**config.mk**
```make
export PLATFORM = sky130hd
export DESIGN_NAME = particle_attract_bounce_step
export DESIGN_NICKNAME = d
export VERILOG_FILES = /design/src/sv/pab_pkg.sv /design/src/sv/pab_sqr.sv /design/src/sv/pab_sqrt.sv /design/src/sv/pab_div.sv /design/src/sv/pab_cmac.sv /design/src/sv/particle_attract_bounce_step.sv
export VERILOG_INCLUDE_DIRS = /design/src /design/src/sv
export SDC_FILE = /design/constraint.sdc
export NUM_CORES = 2
export LEC_CHECK = 0
export ABC_AREA = 1
export BUFFER_PORTS_ARGS = -buffer_cell sky130_fd_sc_hd__buf_4
export CAP_MARGIN = 20
export CORE_MARGIN = 3
export CORE_UTILIZATION = 35
export DETAILED_ROUTE_END_ITERATION = 7
export SYNTH_ARGS = -nofsm -noshare
export SYNTH_HDL_FRONTEND = slang
export SYNTH_HIERARCHICAL = 1
export SYNTH_SLANG_ARGS = --single-unit
```
**constraint.sdc**
```tcl
create_clock -name clk_i -period 7.5 [get_ports clk_i]
set_clock_uncertainty 0.05 [all_clocks]
set_input_delay 0.75 -clock clk_i [delete_from_list [all_inputs] [get_ports clk_i]]
set_output_delay 0.75 -clock clk_i [all_outputs]
set_load 0.01 [all_outputs]
```
**src/sv/particle_attract_bounce_step_assert.svh**
```systemverilog
// Assertion macros for the top RTL file of the particle step block.
`ifndef PARTICLE_ATTRACT_BOUNCE_STEP_ASSERT_SVH
`define PARTICLE_ATTRACT_BOUNCE_STEP_ASSERT_SVH
`ifndef ASSERT_OFF
// Clocked check with the asynchronous active-low reset masking it.
`define PAB_ASSERT(name, clk, rstn, prop, msg) \
  name: assert property (@(posedge clk) disable iff (!rstn) prop) else $error(msg);
// Clocked check that also holds while reset is asserted.
`define PAB_ASSERT_ALWAYS(name, clk, prop, msg) \
  name: assert property (@(posedge clk) prop) else $error(msg);
`else
`define PAB_ASSERT(name, clk, rstn, prop, msg)
`define PAB_ASSERT_ALWAYS(name, clk, prop, msg)
`endif
`endif

```
**src/sv/pab_pkg.sv**
```systemverilog
`default_nettype none
package pab_pkg;

  localparam int PosW   = 24;
  localparam int VelW   = 24;
  localparam int PtW    = 13;
  localparam int CfgW   = 12;
  localparam int DiffW  = 25;
  localparam int SqW    = 50;
  localparam int RootW  = 25;
  localparam int NumW   = 42;
  localparam int QuoW   = 18;
  localparam int ForceW = 19;
  localparam int AccW   = 42;
  localparam int KW     = 16;

  localparam logic [KW-1:0] KEEP_Q16  = 16'd58982;
  localparam logic [KW-1:0] BLEND_Q16 = 16'd6554;
  localparam logic [KW-1:0] DRAG_Q16  = 16'd65274;
  localparam logic [AccW-1:0] ROUND_Q16 = 42'd32768;

  localparam logic [1:0] CMD_TICK    = 2'd0;
  localparam logic [1:0] CMD_ATTRACT = 2'd1;
  localparam logic [1:0] CMD_PLACE   = 2'd2;

  localparam logic REG_WIDTH  = 1'b0;
  localparam logic REG_HEIGHT = 1'b1;

  localparam logic signed [25:0] QMAX26 = 26'sd8388607;
  localparam logic signed [25:0] QMIN26 = -26'sd8388608;

  // Clamp a widened value back into the 24-bit signed range.
  function automatic logic signed [23:0] sat24(input logic signed [25:0] v);
    logic signed [23:0] r;
    if (v > QMAX26) begin
      r = 24'sh7FFFFF;
    end else if (v < QMIN26) begin
      r = 24'sh800000;
    end else begin
      r = v[23:0];
    end
    return r;
  endfunction

  function automatic logic signed [23:0] satneg24(input logic signed [23:0] v);
    logic signed [25:0] w;
    w = -{{2{v[23]}}, v};
    return sat24(w);
  endfunction

endpackage
`default_nettype wire

```
**src/sv/pab_sqr.sv**
```systemverilog
`default_nettype none
// Shift-and-add squarer, one multiplier bit per cycle.
module pab_sqr
  import pab_pkg::*;
(
  input  wire logic              clk_i,
  input  wire logic              rst_ni,
  input  wire logic              start_i,
  input  wire logic [DiffW-1:0]  a_i,
  output logic      [SqW-1:0]    sq_o,
  output logic                   done_o
);

  logic [SqW-1:0]   mcand_q;
  logic [DiffW-1:0] mplier_q;
  logic [SqW-1:0]   acc_q;
  logic [4:0]       cnt_q;
  logic             busy_q, done_q;

  always_ff @(posedge clk_i or negedge rst_ni) begin
    if (!rst_ni) begin
      busy_q <= 1'b0;
      done_q <= 1'b0;
      cnt_q  <= '0;
    end else begin
      done_q <= 1'b0;
      if (start_i) begin
        busy_q <= 1'b1;
        cnt_q  <= '0;
      end else if (busy_q) begin
        cnt_q <= cnt_q + 5'd1;
        if (cnt_q == 5'(DiffW - 1)) begin
          busy_q <= 1'b0;
          done_q <= 1'b1;
        end
      end
    end
  end

  always_ff @(posedge clk_i) begin
    if (start_i) begin
      mcand_q  <= {{(SqW-DiffW){1'b0}}, a_i};
      mplier_q <= a_i;
      acc_q    <= '0;
    end else if (busy_q) begin
      if (mplier_q[0]) begin
        acc_q <= acc_q + mcand_q;
      end
      mcand_q  <= {mcand_q[SqW-2:0], 1'b0};
      mplier_q <= {1'b0, mplier_q[DiffW-1:1]};
    end
  end

  assign sq_o   = acc_q;
  assign done_o = done_q;

endmodule
`default_nettype wire

```
**src/sv/pab_sqrt.sv**
```systemverilog
`default_nettype none
// Restoring integer square root, one result bit per cycle.
module pab_sqrt
  import pab_pkg::*;
(
  input  wire logic             clk_i,
  input  wire logic             rst_ni,
  input  wire logic             start_i,
  input  wire logic [SqW-1:0]   val_i,
  output logic      [RootW-1:0] root_o,
  output logic                  done_o
);

  logic [SqW-1:0]   val_q;
  logic [27:0]      rem_q;
  logic [RootW-1:0] root_q;
  logic [4:0]       cnt_q;
  logic             busy_q, done_q;
  logic [27:0]      rem_t, trial;

  assign rem_t = {rem_q[25:0], val_q[SqW-1:SqW-2]};
  assign trial = {1'b0, root_q, 2'b01};

  always_ff @(posedge clk_i or negedge rst_ni) begin
    if (!rst_ni) begin
      busy_q <= 1'b0;
      done_q <= 1'b0;
      cnt_q  <= '0;
    end else begin
      done_q <= 1'b0;
      if (start_i) begin
        busy_q <= 1'b1;
        cnt_q  <= '0;
      end else if (busy_q) begin
        cnt_q <= cnt_q + 5'd1;
        if (cnt_q == 5'(RootW - 1)) begin
          busy_q <= 1'b0;
          done_q <= 1'b1;
        end
      end
    end
  end

  always_ff @(posedge clk_i) begin
    if (start_i) begin
      val_q  <= val_i;
      rem_q  <= '0;
      root_q <= '0;
    end else if (busy_q) begin
      val_q <= {val_q[SqW-3:0], 2'b00};
      if (rem_t >= trial) begin
        rem_q  <= rem_t - trial;
        root_q <= {root_q[RootW-2:0], 1'b1};
      end else begin
        rem_q  <= rem_t;
        root_q <= {root_q[RootW-2:0], 1'b0};
      end
    end
  end

  assign root_o = root_q;
  assign done_o = done_q;

endmodule
`default_nettype wire

```
**src/sv/pab_div.sv**
```systemverilog
`default_nettype none
// Restoring divider, one quotient bit per cycle. The caller keeps the
// quotient below 2**QuoW.
module pab_div
  import pab_pkg::*;
(
  input  wire logic             clk_i,
  input  wire logic             rst_ni,
  input  wire logic             start_i,
  input  wire logic [NumW-1:0]  num_i,
  input  wire logic [RootW-1:0] den_i,
  output logic      [QuoW-1:0]  quo_o,
  output logic                  done_o
);

  localparam int DshW = RootW + QuoW;

  logic [NumW-1:0] rem_q;
  logic [DshW-1:0] dsh_q;
  logic [QuoW-1:0] quo_q;
  logic [4:0]      cnt_q;
  logic            busy_q, done_q;
  logic            fits;

  assign fits = {{(DshW-NumW){1'b0}}, rem_q} >= dsh_q;

  always_ff @(posedge clk_i or negedge rst_ni) begin
    if (!rst_ni) begin
      busy_q <= 1'b0;
      done_q <= 1'b0;
      cnt_q  <= '0;
    end else begin
      done_q <= 1'b0;
      if (start_i) begin
        busy_q <= 1'b1;
        cnt_q  <= '0;
      end else if (busy_q) begin
        cnt_q <= cnt_q + 5'd1;
        if (cnt_q == 5'(QuoW - 1)) begin
          busy_q <= 1'b0;
          done_q <= 1'b1;
        end
      end
    end
  end

  always_ff @(posedge clk_i) begin
    if (start_i) begin
      rem_q <= num_i;
      dsh_q <= {den_i, {(QuoW-1){1'b0}}, 1'b0} >> 1;
      quo_q <= '0;
    end else if (busy_q) begin
      if (fits) begin
        rem_q <= NumW'({{(DshW-NumW){1'b0}}, rem_q} - dsh_q);
      end
      quo_q <= {quo_q[QuoW-2:0], fits};
      dsh_q <= {1'b0, dsh_q[DshW-1:1]};
    end
  end

  assign quo_o  = quo_q;
  assign done_o = done_q;

endmodule
`default_nettype wire

```
**src/sv/pab_cmac.sv**
```systemverilog
`default_nettype none
// Constant-coefficient multiply-accumulate, one coefficient bit per cycle:
// acc = k1 * v + k2 * f + 0.5 (Q16). Drag mode uses 0.996 and no force.
module pab_cmac
  import pab_pkg::*;
(
  input  wire logic                     clk_i,
  input  wire logic                     rst_ni,
  input  wire logic                     start_i,
  input  wire logic                     drag_i,
  input  wire logic signed [VelW-1:0]   v_i,
  input  wire logic signed [ForceW-1:0] f_i,
  output logic signed      [AccW-1:0]   acc_o,
  output logic                          done_o
);

  logic [AccW-1:0] vs_q, fs_q, acc_q;
  logic [3:0]      cnt_q;
  logic            busy_q, done_q, drag_q;
  logic [KW-1:0]   k1, k2;
  logic [AccW-1:0] add_v, add_f;

  assign k1    = drag_q ? DRAG_Q16 : KEEP_Q16;
  assign k2    = drag_q ? '0 : BLEND_Q16;
  assign add_v = k1[cnt_q] ? vs_q : '0;
  assign add_f = k2[cnt_q] ? fs_q : '0;

  always_ff @(posedge clk_i or negedge rst_ni) begin
    if (!rst_ni) begin
      busy_q <= 1'b0;
      done_q <= 1'b0;
      cnt_q  <= '0;
    end else begin
      done_q <= 1'b0;
      if (start_i) begin
        busy_q <= 1'b1;
        cnt_q  <= '0;
      end else if (busy_q) begin
        cnt_q <= cnt_q + 4'd1;
        if (cnt_q == 4'(KW - 1)) begin
          busy_q <= 1'b0;
          done_q <= 1'b1;
        end
      end
    end
  end

  always_ff @(posedge clk_i) begin
    if (start_i) begin
      vs_q   <= {{(AccW-VelW){v_i[VelW-1]}}, v_i};
      fs_q   <= {{(AccW-ForceW){f_i[ForceW-1]}}, f_i};
      acc_q  <= ROUND_Q16;
      drag_q <= drag_i;
    end else if (busy_q) begin
      acc_q <= acc_q + add_v + add_f;
      vs_q  <= {vs_q[AccW-2:0], 1'b0};
      fs_q  <= {fs_q[AccW-2:0], 1'b0};
    end
  end

  assign acc_o  = $signed(acc_q);
  assign done_o = done_q;

endmodule
`default_nettype wire

```
**src/sv/particle_attract_bounce_step.sv**
```systemverilog
`default_nettype none
// One particle with position (Q15.8) and velocity (Q11.12), stepped by
// commands on a valid/ready input channel. Every accepted item yields
// exactly one result item on a valid/ready output channel: the full
// particle state after the step.
// Commands: tick moves the particle, applies drag to the x velocity and
// bounces off the walls; attract blends a pull of 20 toward a point into the velocity;
// place sets position and velocity outright.
// Place and the unused code go straight to the result; tick runs the
// 16-step serial drag multiply; attract runs the serial squares, 25-step
// square root, 18-step divide and 16-step blend, one after another.
// One item is in flight at a time; the next item is taken in the cycle
// after the result is loaded. The wall registers are written through a
// plain write port; the user must write them only while the block is
// idle, and the block itself does not enforce this. Reset returns the
// particle to the origin at rest and the walls to 1024 by 768.
// When the receiver stalls, the result stays in the output register and
// the block still accepts and works on the next item; that item's result
// waits until the output register is free.
module particle_attract_bounce_step
  import pab_pkg::*;
(
  input  wire logic                    clk_i,
  input  wire logic                    rst_ni,
  input  wire logic                    cfg_we_i,
  input  wire logic                    cfg_index_i,
  input  wire logic [CfgW-1:0]         cfg_data_i,
  input  wire logic                    in_valid_i,
  output logic                         in_ready_o,
  input  wire logic [1:0]              cmd_i,
  input  wire logic signed [PtW-1:0]   point_x_i,
  input  wire logic signed [PtW-1:0]   point_y_i,
  input  wire logic signed [VelW-1:0]  set_vel_x_i,
  input  wire logic signed [VelW-1:0]  set_vel_y_i,
  output logic                         out_valid_o,
  input  wire logic                    out_ready_i,
  output logic signed [PosW-1:0]       pos_x_o,
  output logic signed [PosW-1:0]       pos_y_o,
  output logic signed [VelW-1:0]       vel_x_o,
  output logic signed [VelW-1:0]       vel_y_o
);

`include "particle_attract_bounce_step_assert.svh"

  localparam logic [2:0] S_IDLE = 3'd0;
  localparam logic [2:0] S_SQ   = 3'd1;
  localparam logic [2:0] S_SQW  = 3'd2;
  localparam logic [2:0] S_RTW  = 3'd3;
  localparam logic [2:0] S_DVW  = 3'd4;
  localparam logic [2:0] S_MCW  = 3'd5;
  localparam logic [2:0] S_OUT  = 3'd6;

  logic [2:0] state_q, state_d;
  logic [CfgW-1:0] width_q, height_q;
  logic signed [PosW-1:0] cur_x_q, cur_y_q;
  logic signed [VelW-1:0] cur_vx_q, cur_vy_q;
  logic signed [DiffW-1:0] dx_q, dy_q;
  logic tick_q;
  logic out_valid_q;
  logic signed [PosW-1:0] out_px_q, out_py_q;
  logic signed [VelW-1:0] out_vx_q, out_vy_q;

  logic accept;
  logic signed [DiffW-1:0] dx_c, dy_c;
  logic signed [25:0] nx_c, ny_c;
  logic [DiffW-1:0] adx, ady;
  logic [SqW-1:0] sq_x, sq_y;
  logic sq_done, sq_done_y;
  logic [RootW-1:0] root_dist;
  logic rt_done;
  logic [NumW-1:0] num_x, num_y;
  logic [QuoW-1:0] mag_x, mag_y;
  logic dv_done, dv_done_y;
  logic signed [ForceW-1:0] fx, fy, mac_fx, mac_fy;
  logic mac_start, mac_drag;
  logic signed [AccW-1:0] acc_x, acc_y;
  logic mc_done, mc_done_y;
  logic signed [VelW-1:0] vn_x, vn_y;
  logic [19:0] wall_x, wall_y;
  logic hit_x, hit_y;
  logic out_load;

  assign accept     = in_valid_i && in_ready_o;
  assign in_ready_o = (state_q == S_IDLE);

  // Attract offsets of the current position from the point, in Q8.
  assign dx_c = {cur_x_q[PosW-1], cur_x_q}
              - {{(DiffW-PtW-8){point_x_i[PtW-1]}}, point_x_i, 8'b0};
  assign dy_c = {cur_y_q[PosW-1], cur_y_q}
              - {{(DiffW-PtW-8){point_y_i[PtW-1]}}, point_y_i, 8'b0};

  // Tick position update: velocity floored to Q8, then saturated.
  assign nx_c = {{2{cur_x_q[PosW-1]}}, cur_x_q}
              + {{6{cur_vx_q[VelW-1]}}, cur_vx_q[VelW-1:4]};
  assign ny_c = {{2{cur_y_q[PosW-1]}}, cur_y_q}
              + {{6{cur_vy_q[VelW-1]}}, cur_vy_q[VelW-1:4]};

  assign adx = dx_q[DiffW-1] ? DiffW'(-dx_q) : dx_q;
  assign ady = dy_q[DiffW-1] ? DiffW'(-dy_q) : dy_q;

  pab_sqr u_sqr_x (
    .clk_i, .rst_ni, .start_i(state_q == S_SQ), .a_i(adx),
    .sq_o(sq_x), .done_o(sq_done)
  );

  pab_sqr u_sqr_y (
    .clk_i, .rst_ni, .start_i(state_q == S_SQ), .a_i(ady),
    .sq_o(sq_y), .done_o(sq_done_y)
  );

  pab_sqrt u_sqrt (
    .clk_i, .rst_ni, .start_i(state_q == S_SQW && sq_done), .val_i(sq_x + sq_y),
    .root_o(root_dist), .done_o(rt_done)
  );

  // Numerator 81920 * |d| + dist / 2, with 81920 = 2**16 + 2**14.
  assign num_x = {1'b0, adx, 16'b0} + {3'b0, adx, 14'b0}
               + {{(NumW-RootW+1){1'b0}}, root_dist[RootW-1:1]};
  assign num_y = {1'b0, ady, 16'b0} + {3'b0, ady, 14'b0}
               + {{(NumW-RootW+1){1'b0}}, root_dist[RootW-1:1]};

  pab_div u_div_x (
    .clk_i, .rst_ni, .start_i(state_q == S_RTW && rt_done), .num_i(num_x),
    .den_i(root_dist), .quo_o(mag_x), .done_o(dv_done)
  );

  pab_div u_div_y (
    .clk_i, .rst_ni, .start_i(state_q == S_RTW && rt_done), .num_i(num_y),
    .den_i(root_dist), .quo_o(mag_y), .done_o(dv_done_y)
  );

  // Force points against the offset; none at zero distance.
  always_comb begin
    fx = '0;
    fy = '0;
    if (root_dist != '0) begin
      if (dx_q != '0) begin
        fx = dx_q[DiffW-1] ? $signed({1'b0, mag_x}) : -$signed({1'b0, mag_x});
      end
      if (dy_q != '0) begin
        fy = dy_q[DiffW-1] ? $signed({1'b0, mag_y}) : -$signed({1'b0, mag_y});
      end
    end
  end

  assign mac_drag  = (state_q == S_IDLE);
  assign mac_start = (accept && cmd_i == CMD_TICK) || (state_q == S_DVW && dv_done);
  assign mac_fx    = mac_drag ? '0 : fx;
  assign mac_fy    = mac_drag ? '0 : fy;

  pab_cmac u_mac_x (
    .clk_i, .rst_ni, .start_i(mac_start), .drag_i(mac_drag), .v_i(cur_vx_q),
    .f_i(mac_fx), .acc_o(acc_x), .done_o(mc_done)
  );

  pab_cmac u_mac_y (
    .clk_i, .rst_ni, .start_i(mac_start), .drag_i(mac_drag), .v_i(cur_vy_q),
    .f_i(mac_fy), .acc_o(acc_y), .done_o(mc_done_y)
  );

  assign vn_x = sat24(acc_x[AccW-1:16]);
  assign vn_y = sat24(acc_y[AccW-1:16]);

  // Walls sit at register * 256; the new position is already stored.
  assign wall_x = {width_q, 8'b0};
  assign wall_y = {height_q, 8'b0};
  assign hit_x  = cur_x_q[PosW-1] || (cur_x_q > $signed({4'b0, wall_x}));
  assign hit_y  = cur_y_q[PosW-1] || (cur_y_q > $signed({4'b0, wall_y}));

  assign out_load = (state_q == S_OUT) && (!out_valid_q || out_ready_i);

  always_comb begin
    state_d = state_q;
    case (state_q)
      S_IDLE: begin
        if (accept) begin
          case (cmd_i)
            CMD_TICK:    state_d = S_MCW;
            CMD_ATTRACT: state_d = S_SQ;
            default:     state_d = S_OUT;
          endcase
        end
      end
      S_SQ:    state_d = S_SQW;
      S_SQW:   if (sq_done) state_d = S_RTW;
      S_RTW:   if (rt_done) state_d = S_DVW;
      S_DVW:   if (dv_done) state_d = S_MCW;
      S_MCW:   if (mc_done) state_d = S_OUT;
      S_OUT:   if (out_load) state_d = S_IDLE;
      default: state_d = S_IDLE;
    endcase
  end

  always_ff @(posedge clk_i or negedge rst_ni) begin
    if (!rst_ni) begin
      state_q     <= S_IDLE;
      width_q     <= 12'd1024;
      height_q    <= 12'd768;
      cur_x_q     <= '0;
      cur_y_q     <= '0;
      cur_vx_q    <= '0;
      cur_vy_q    <= '0;
      tick_q      <= 1'b0;
      out_valid_q <= 1'b0;
    end else begin
      state_q <= state_d;
      if (cfg_we_i) begin
        if (cfg_index_i == REG_WIDTH) begin
          width_q <= cfg_data_i;
        end else begin
          height_q <= cfg_data_i;
        end
      end
      if (accept) begin
        tick_q <= (cmd_i == CMD_TICK);
        if (cmd_i == CMD_TICK) begin
          cur_x_q <= sat24(nx_c);
          cur_y_q <= sat24(ny_c);
        end else if (cmd_i == CMD_PLACE) begin
          cur_x_q  <= {{(PosW-PtW-8){point_x_i[PtW-1]}}, point_x_i, 8'b0};
          cur_y_q  <= {{(PosW-PtW-8){point_y_i[PtW-1]}}, point_y_i, 8'b0};
          cur_vx_q <= set_vel_x_i;
          cur_vy_q <= set_vel_y_i;
        end
      end
      if (state_q == S_MCW && mc_done) begin
        if (tick_q) begin
          cur_vx_q <= hit_x ? satneg24(vn_x) : vn_x;
          cur_vy_q <= hit_y ? satneg24(cur_vy_q) : cur_vy_q;
        end else begin
          cur_vx_q <= vn_x;
          cur_vy_q <= vn_y;
        end
      end
      if (out_load) begin
        out_valid_q <= 1'b1;
      end else if (out_ready_i) begin
        out_valid_q <= 1'b0;
      end
    end
  end

  always_ff @(posedge clk_i) begin
    if (accept) begin
      dx_q <= dx_c;
      dy_q <= dy_c;
    end
    if (out_load) begin
      out_px_q <= cur_x_q;
      out_py_q <= cur_y_q;
      out_vx_q <= cur_vx_q;
      out_vy_q <= cur_vy_q;
    end
  end

  assign out_valid_o = out_valid_q;
  assign pos_x_o     = out_px_q;
  assign pos_y_o     = out_py_q;
  assign vel_x_o     = out_vx_q;
  assign vel_y_o     = out_vy_q;

  `PAB_ASSERT(a_mac_done_in_wait, clk_i, rst_ni, mc_done |-> state_q == S_MCW, "mac done outside its wait state")
  `PAB_ASSERT(a_div_done_in_wait, clk_i, rst_ni, dv_done |-> state_q == S_DVW, "divide done outside its wait state")
  `PAB_ASSERT(a_root_done_in_wait, clk_i, rst_ni, rt_done |-> state_q == S_RTW, "root done outside its wait state")
  `PAB_ASSERT(a_place_whole_pixel, clk_i, rst_ni, (accept && cmd_i == CMD_PLACE) |=> (state_q == S_OUT && cur_x_q[7:0] == 8'd0), "place did not land on a whole pixel")
  `PAB_ASSERT(a_lanes_in_step, clk_i, rst_ni, (sq_done == sq_done_y) && (dv_done == dv_done_y) && (mc_done == mc_done_y), "x and y lanes out of step")

endmodule
`default_nettype wire

```
==> Word level (Yosys, flattened, before mapping) <==
Index checks and enable logic that the tools add are counted.
{ "totals": {"mem_bits_ro": 0, "out_inout_bits": 98, "word_cells": 312, "n_memories": 0, "inputBits": 94, "latchBits": 0, "ramBits": 0, "register_bits": 1123} }
{ "classes": {"reduce_logical": 40, "addsub": 31, "div_mod_pow": 0, "n_shift": 0, "n_eq_ne": 23, "muxes": 139, "magnitude_cmp": 19, "n_mul": 0, "bitwise_logic": 1} }
{ "ops": {"columns": ["op", "count"], "rows": [
  ["2-to-1 mux 42 bit", 22],
  ["2-to-1 mux 24 bit", 28],
  ["2-to-1 mux 25 bit", 10],
  ["adder 42 bit", 4],
  ["2-to-1 mux 19 bit", 8],
  ["adder 50 bit", 3],
  ["> comparator 26 x 24 -> 1 bit (second input constant)", 4],
  ["< comparator 26 x 24 -> 1 bit (second input constant)", 4],
  ["2-to-1 mux 50 bit", 2],
  ["adder 41 x 39 -> 42 bit", 2],
  ["adder 42 x 24 -> 42 bit", 2],
  [">= comparator 42 bit", 2],
  ["subtractor 42 bit", 2],
  ["nonzero test 25 bit", 3],
  ["negation 26 bit", 2],
  ["adder 24 x 20 -> 25 bit", 2],
  ["> comparator 25 x 24 -> 1 bit (second input constant)", 2],
  ["< comparator 25 x 24 -> 1 bit (second input constant)", 2],
  ["2-to-1 mux 5 bit", 10],
  ["negation 25 bit", 2],
  ["subtractor 24 x 21 -> 25 bit", 2],
  ["> comparator 24 x 21 -> 1 bit", 2],
  ["2-to-1 mux 1 bit", 40],
  ["negation 18 -> 19 bit", 2],
  ["33 further kinds", 91]
]} }

==> Depth between registers and ports, before layout <==
{ "logic_depth": {"word_depth": 10, "mapped_depth": 25, "mapped_depth_nobuf": 25} }

==> By module <==
Netlist, hierarchy kept.
{ "modules_own_cells": {"columns": ["mod", "instances", "area_per_inst_um2", "seq_area_each_um2", "cells_each"], "rows": [
  ["particle_attract_bounce_step", 1, 25762.2, 7516.0, 3607],
  ["pab_sqr", 2, 9347.7, 3178.0, 1482],
  ["pab_cmac (u_mac_y)", 1, 9775.6, 3543.4, 1349],
  ["pab_cmac (u_mac_x)", 1, 9714.3, 3543.4, 1343],
  ["pab_div (u_div_y)", 1, 7639.8, 2887.8, 1114],
  ["pab_div (u_div_x)", 1, 7566.0, 2887.8, 1115],
  ["pab_sqrt", 1, 6242.2, 2697.6, 873]
]} }

==> Worst setup path before layout <==
Ideal clock, no wire load.
{ "synth_timing": {"path_kind": "input-to-reg", "start": "in out_ready_i", "end": "reg out_px_q[0], in the netlist pos_x_o[0] (enable)", "stages": 2, "setup_time_ps": 553, "required_time_ps": 6897, "path_buffers": 0, "slack_ps": 2117, "t_arrival_ps": 4780, "cell_sequence": "nor2_1 > nor2_1"} }
{ "synth_between": {"elab_chain_cells": 2} }
{ "synth_rtl": {"columns": ["element", "line_no", "rtl"], "rows": [
  ["from (decl)", "particle_attract_bounce_step.sv:36", "input wire logic out_ready_i,"],
  ["logical OR 1 bit", "particle_attract_bounce_step.sv:170", "assign out_load = (state_q == S_OUT) && (!out_valid_q || out_ready_i);"],
  ["logical AND 1 bit", "particle_attract_bounce_step.sv:170", null],
  ["named net out_load", "particle_attract_bounce_step.sv:81", "logic out_load;"],
  ["to (signal assigned)", "particle_attract_bounce_step.sv:249", "out_px_q <= cur_x_q;"],
  ["to (decl)", "particle_attract_bounce_step.sv:60", "logic signed [PosW-1:0] out_px_q, out_py_q;"]
]} }
The timed path passes the listed nets, and every way through them passes these cells.
A chain may end at the register's enable or synchronous reset.

==> Worst setup path in the final report <==
{ "layout_timing": {"start": "reg dy_q[24]", "end": "reg u_div_y.rem_q[32] (data pin)"} }
{ "layout_between": {"elab_chain_cells": 4} }
{ "layout_rtl": {"columns": ["element", "line_no", "rtl"], "rows": [
  ["from (decl)", "particle_attract_bounce_step.sv:57", "logic signed [DiffW-1:0] dx_q, dy_q;"],
  ["from (signal assigned)", "particle_attract_bounce_step.sv:246", "dy_q <= dy_c;"],
  ["2-to-1 mux 25 bit", "particle_attract_bounce_step.sv:99", "assign ady = dy_q[DiffW-1] ? DiffW'(-dy_q) : dy_q;"],
  ["named net ady[2]", "particle_attract_bounce_step.sv:66", "logic [DiffW-1:0] adx, ady;"],
  ["adder 41 x 39 -> 42 bit", "particle_attract_bounce_step.sv:119", "assign num_y = {1'b0, ady, 16'b0} + {3'b0, ady, 14'b0}"],
  ["adder 42 x 24 -> 42 bit", "particle_attract_bounce_step.sv:120", "+ {{(NumW-RootW+1){1'b0}}, root_dist[RootW-1:1]};"],
  ["named net num_y[32]", "particle_attract_bounce_step.sv:71", "logic [NumW-1:0] num_x, num_y;"],
  ["2-to-1 mux 42 bit", "pab_div.sv:48", "if (start_i) begin"],
  ["to (signal assigned)", "pab_div.sv:49", "rem_q <= num_i;"],
  ["to (signal assigned)", "pab_div.sv:54", "rem_q <= NumW'({{(DshW-NumW){1'b0}}, rem_q} - dsh_q);"],
  ["to (decl)", "pab_div.sv:18", "logic [NumW-1:0] rem_q;"]
]} }
The timed path passes the listed nets, and every way through them passes these cells.

==> impl_metrics.yaml <==
floorplanning:
  die-area_um2: 250000
  initial_utilization: 0.353
  floorplan.io_pins: 192
  core_um2: 241000
  placementRows: 180
  die_w_um: 500
  die_height_um: 500
power_and_ir_drop:
  power-per-cell-area_nw_per_um2: 529
  power.leakage_uw: 0.0481
  report.power.total_uw: 50300
  power.ir.vdd_worst_v: 0.000311
setup_path:
  cp.buffers_inverters: 4
  crit_required_ns: 8.00
  crit_top_cell: "nand2_1"
  critical_path_cell_by_cell: "clkinv_1, or2_2, xor2_1, inv_1, fa_1, inv_1, ha_1, nand3_1, nand2_1, a21oi_1, inv_1, a21oi_1, o21ai_0, nand2_1, nand2_1, xor2_1, nand2_1, nand2_1"
  worst_setup_path_end_kind: "flop"
  critical-path-top-delay-family: "buffers and inverters"
  cp.depth: 18
  critical_path.slowest_cell: "edfxtp_1"
  worstRegToRegCells: 18
  worst-setup-path-type: "reg -> reg"
  setup.worst_path.start_class: "flop"
  worstReg2RegStart: "dy_q[24]$_DFFE_PP_"
  crit_path_start: "dy_q[24]$_DFFE_PP_"
  worst-endpoint-arrival_ns: 5.69
  crit_path_end: "u_div_y/rem_q[32]$_DFFE_PP_"
  rr_endpoint: "u_div_y/rem_q[32]$_DFFE_PP_"
  r2r_setup_slack_ns: 2.31
  timing.critical_path.fanout_max: 28
  slowest_delay_ns: 0.92
placement:
  place_hpwl_um: 211000
  gpl.final_weighted_congestion: 0.953
  port_buffers: 191
cts:
  clkTransAtPathRegs_ns: 0.06
  cts-resized-gates: 0
  worstSkewPairLatency_ns: 0.80
  clock-root-buffer: "clkbuf_16"
  cts_max_level: 4
  cts_tree: "yes"
  cts_inserted_buffers: 141
  tritoncts_num_sinks: 1124
  clockBufferDepth: 3
finish:
  fin_nets: 13200
  synthToLayoutAreaGrowth_pct: 11.5
  post_route_cells_drive_above_1_share: 0.0682
  fillCellCount: 25600
  multiInputGateArea_um2: 47300
  area.sequential_um2: 29400
worst_hold_path:
  hold_class: "in -> reg"
routing:
  met1_length_um: 130000
  drt_first_pass_iters: 6
  avgViaCountPerCell: 4.92
  wl_um: 271000
  drc: 0
  route.met2.wl_um: 119000
  detailroute.wirelength.met3_um: 15100
  ant_nets: 0
  vias: 77600
  drt-initial-drc-count: 6210
  highest-signal-layer: "met4"
  routedWlPerCell_um: 17.2
flow_run:
  max_cap_viols: 0
logic_synthesis:
  synthesis.yosys.warnings: 6
  syn_avg_cell_area_um2: 6.90
  synth_cells: 12400
  syn_nets: 13100
  syn_area_um2: 85300
grt:
  first_global_vias: 73000
  grt-ovfl-total: 0
  grtUsageTotal: 0.212
  grt_antenna_before_repair: 4
  grt_max_degree: 175
  grt_pass1_wl_um: 421000
sta:
  grt_setup_unrepaired: "false"
  timing.final.crit_share: 0.693
  worst_pin_slew_ns: 1.03
  setup_total_negative_slack_ns: 0
  timing.final.hold_violations: 0
  fin_crit_ns: 5.19
  number_of_failing_setup_endpoints_in_the_final_timing_report: 0
  worst_slew_margin_rel: 0.316
  fmaxAchievable_mhz: 193
  report.final.slew_viol_count: 0
status:
  outcome: "complete, no violations"
==> area by class of cell <==
class,count,share of cell area
clock buffers,183,0.0413
repair buffers,251,0.0202
inverters,2001,0.0790
well taps,3185,0.0419
clock inverters,81,0.0113
diodes,4,0.000105
multi-input cells,8962,0.497
flip-flops and latches,1124,0.309
==> where the power goes <==
part           total (µW)  switching (µW)  internal, µW
sequential          11300            2320          8990
clock                7280            3020          4260
combinational       31800           21000         10700
total               50300           26400         24000
==> cells in the final DEF, fill, tap and decap left out, types with 47 or more instances in the layout <==
cell and count:
nand2_1 3841, inv_1 1936, nor2_1 1368, o21ai_0 659
a21oi_1 606, edfxtp_1 600, ha_1 553, nand3_1 530
dfxtp_1 355, buf_4 247, xor2_1 235, dfrtp_1 164
clkbuf_16 144, xnor2_1 119, fa_1 111, nand4_1 103
nand2_2 100, o22ai_1 93, nor2_2 82, nor3_1 81
nand3_2 50, o21bai_1 49, a21o_1 48, inv_2 47
==> state kept, by name, summed over array words and instances (netlist names), 25 cells and up <==
name / flops
dx_q: 25
u_sqr_x/mcand_q: 50
u_mac_y/fs_q: 42
u_sqr_x/mplier_q: 25
u_sqrt/val_q: 50
u_sqrt/root_o: 25
u_div_y/rem_q: 42
u_mac_x/vs_q: 42
dy_q: 25
u_div_y/dsh_q: 42
u_sqr_y/mcand_q: 50
u_sqr_y/sq_o: 50
u_mac_y/acc_o: 42
u_sqr_x/sq_o: 50
u_sqr_y/mplier_q: 25
u_div_x/rem_q: 42
u_sqrt/rem_q: 26
u_mac_x/acc_o: 42
u_mac_x/fs_q: 42
u_mac_y/vs_q: 42
u_div_x/dsh_q: 42
==> through the flow <==
stage	instances	cell area, µm²	hold slack (ns)	utilization	worst slack [ns]
2_1_floorplan	12400	85300	0.382	-	2.12
3_3_place_gp	15500	90100	0.400	0.373	2.34
3_5_place_dp	15500	90100	0.403	0.373	2.29
4_1_cts	15800	95100	0.0517	0.394	2.29
5_1_grt	15800	95100	0.100	0.394	1.85
6_report	15800	95100	0.103	0.394	2.31
==> worst min path at each step <==
stage | from | end | slack (ns) | cells after the start
CTS | out_ready_i | out_valid_o$_DFFE_PN0P_ | 0.05 | 2
global placement | u_div_x/dsh_q[0]$_SDFFE_PP0P_ | u_div_x/dsh_q[0]$_SDFFE_PP0P_ | 0.40 | 2
finish | out_ready_i | out_valid_o$_DFFE_PN0P_ | 0.10 | 2
floorplan | u_div_x/dsh_q[0]$_SDFFE_PP0P_ | u_div_x/dsh_q[0]$_SDFFE_PP0P_ | 0.38 | 2
global route | out_ready_i | out_valid_o$_DFFE_PN0P_ | 0.10 | 2
detailed placement | u_div_x/dsh_q[0]$_SDFFE_PP0P_ | u_div_x/dsh_q[0]$_SDFFE_PP0P_ | 0.40 | 2
==> per-layer routing <==
metal,GRT usage,vias to the layer above
met5,0,-
met4,0.0518,0
met3,0.0275,329
met2,0.336,2026
met1,0.304,35800
li1,-,39500
==> timing repair <==
item / CTS / global route
endpoints found under the hold margin: 74 / 0
setup buffers: 0 / 0
hold buffers: 1 / 0
==> worst register-to-register path, cell delays in order (launching register included) <==
cell and delay (ns):
edfxtp_1 0.92, clkinv_1 0.75, or2_2 0.52, xor2_1 0.29, inv_1 0.10, fa_1 0.48
inv_1 0.06, ha_1 0.27, nand3_1 0.08, nand2_1 0.09, a21oi_1 0.31, inv_1 0.15
a21oi_1 0.22, o21ai_0 0.18, nand2_1 0.10, nand2_1 0.06, xor2_1 0.16, nand2_1 0.08
nand2_1 0.07
Power figures use the tool's default switching activity.
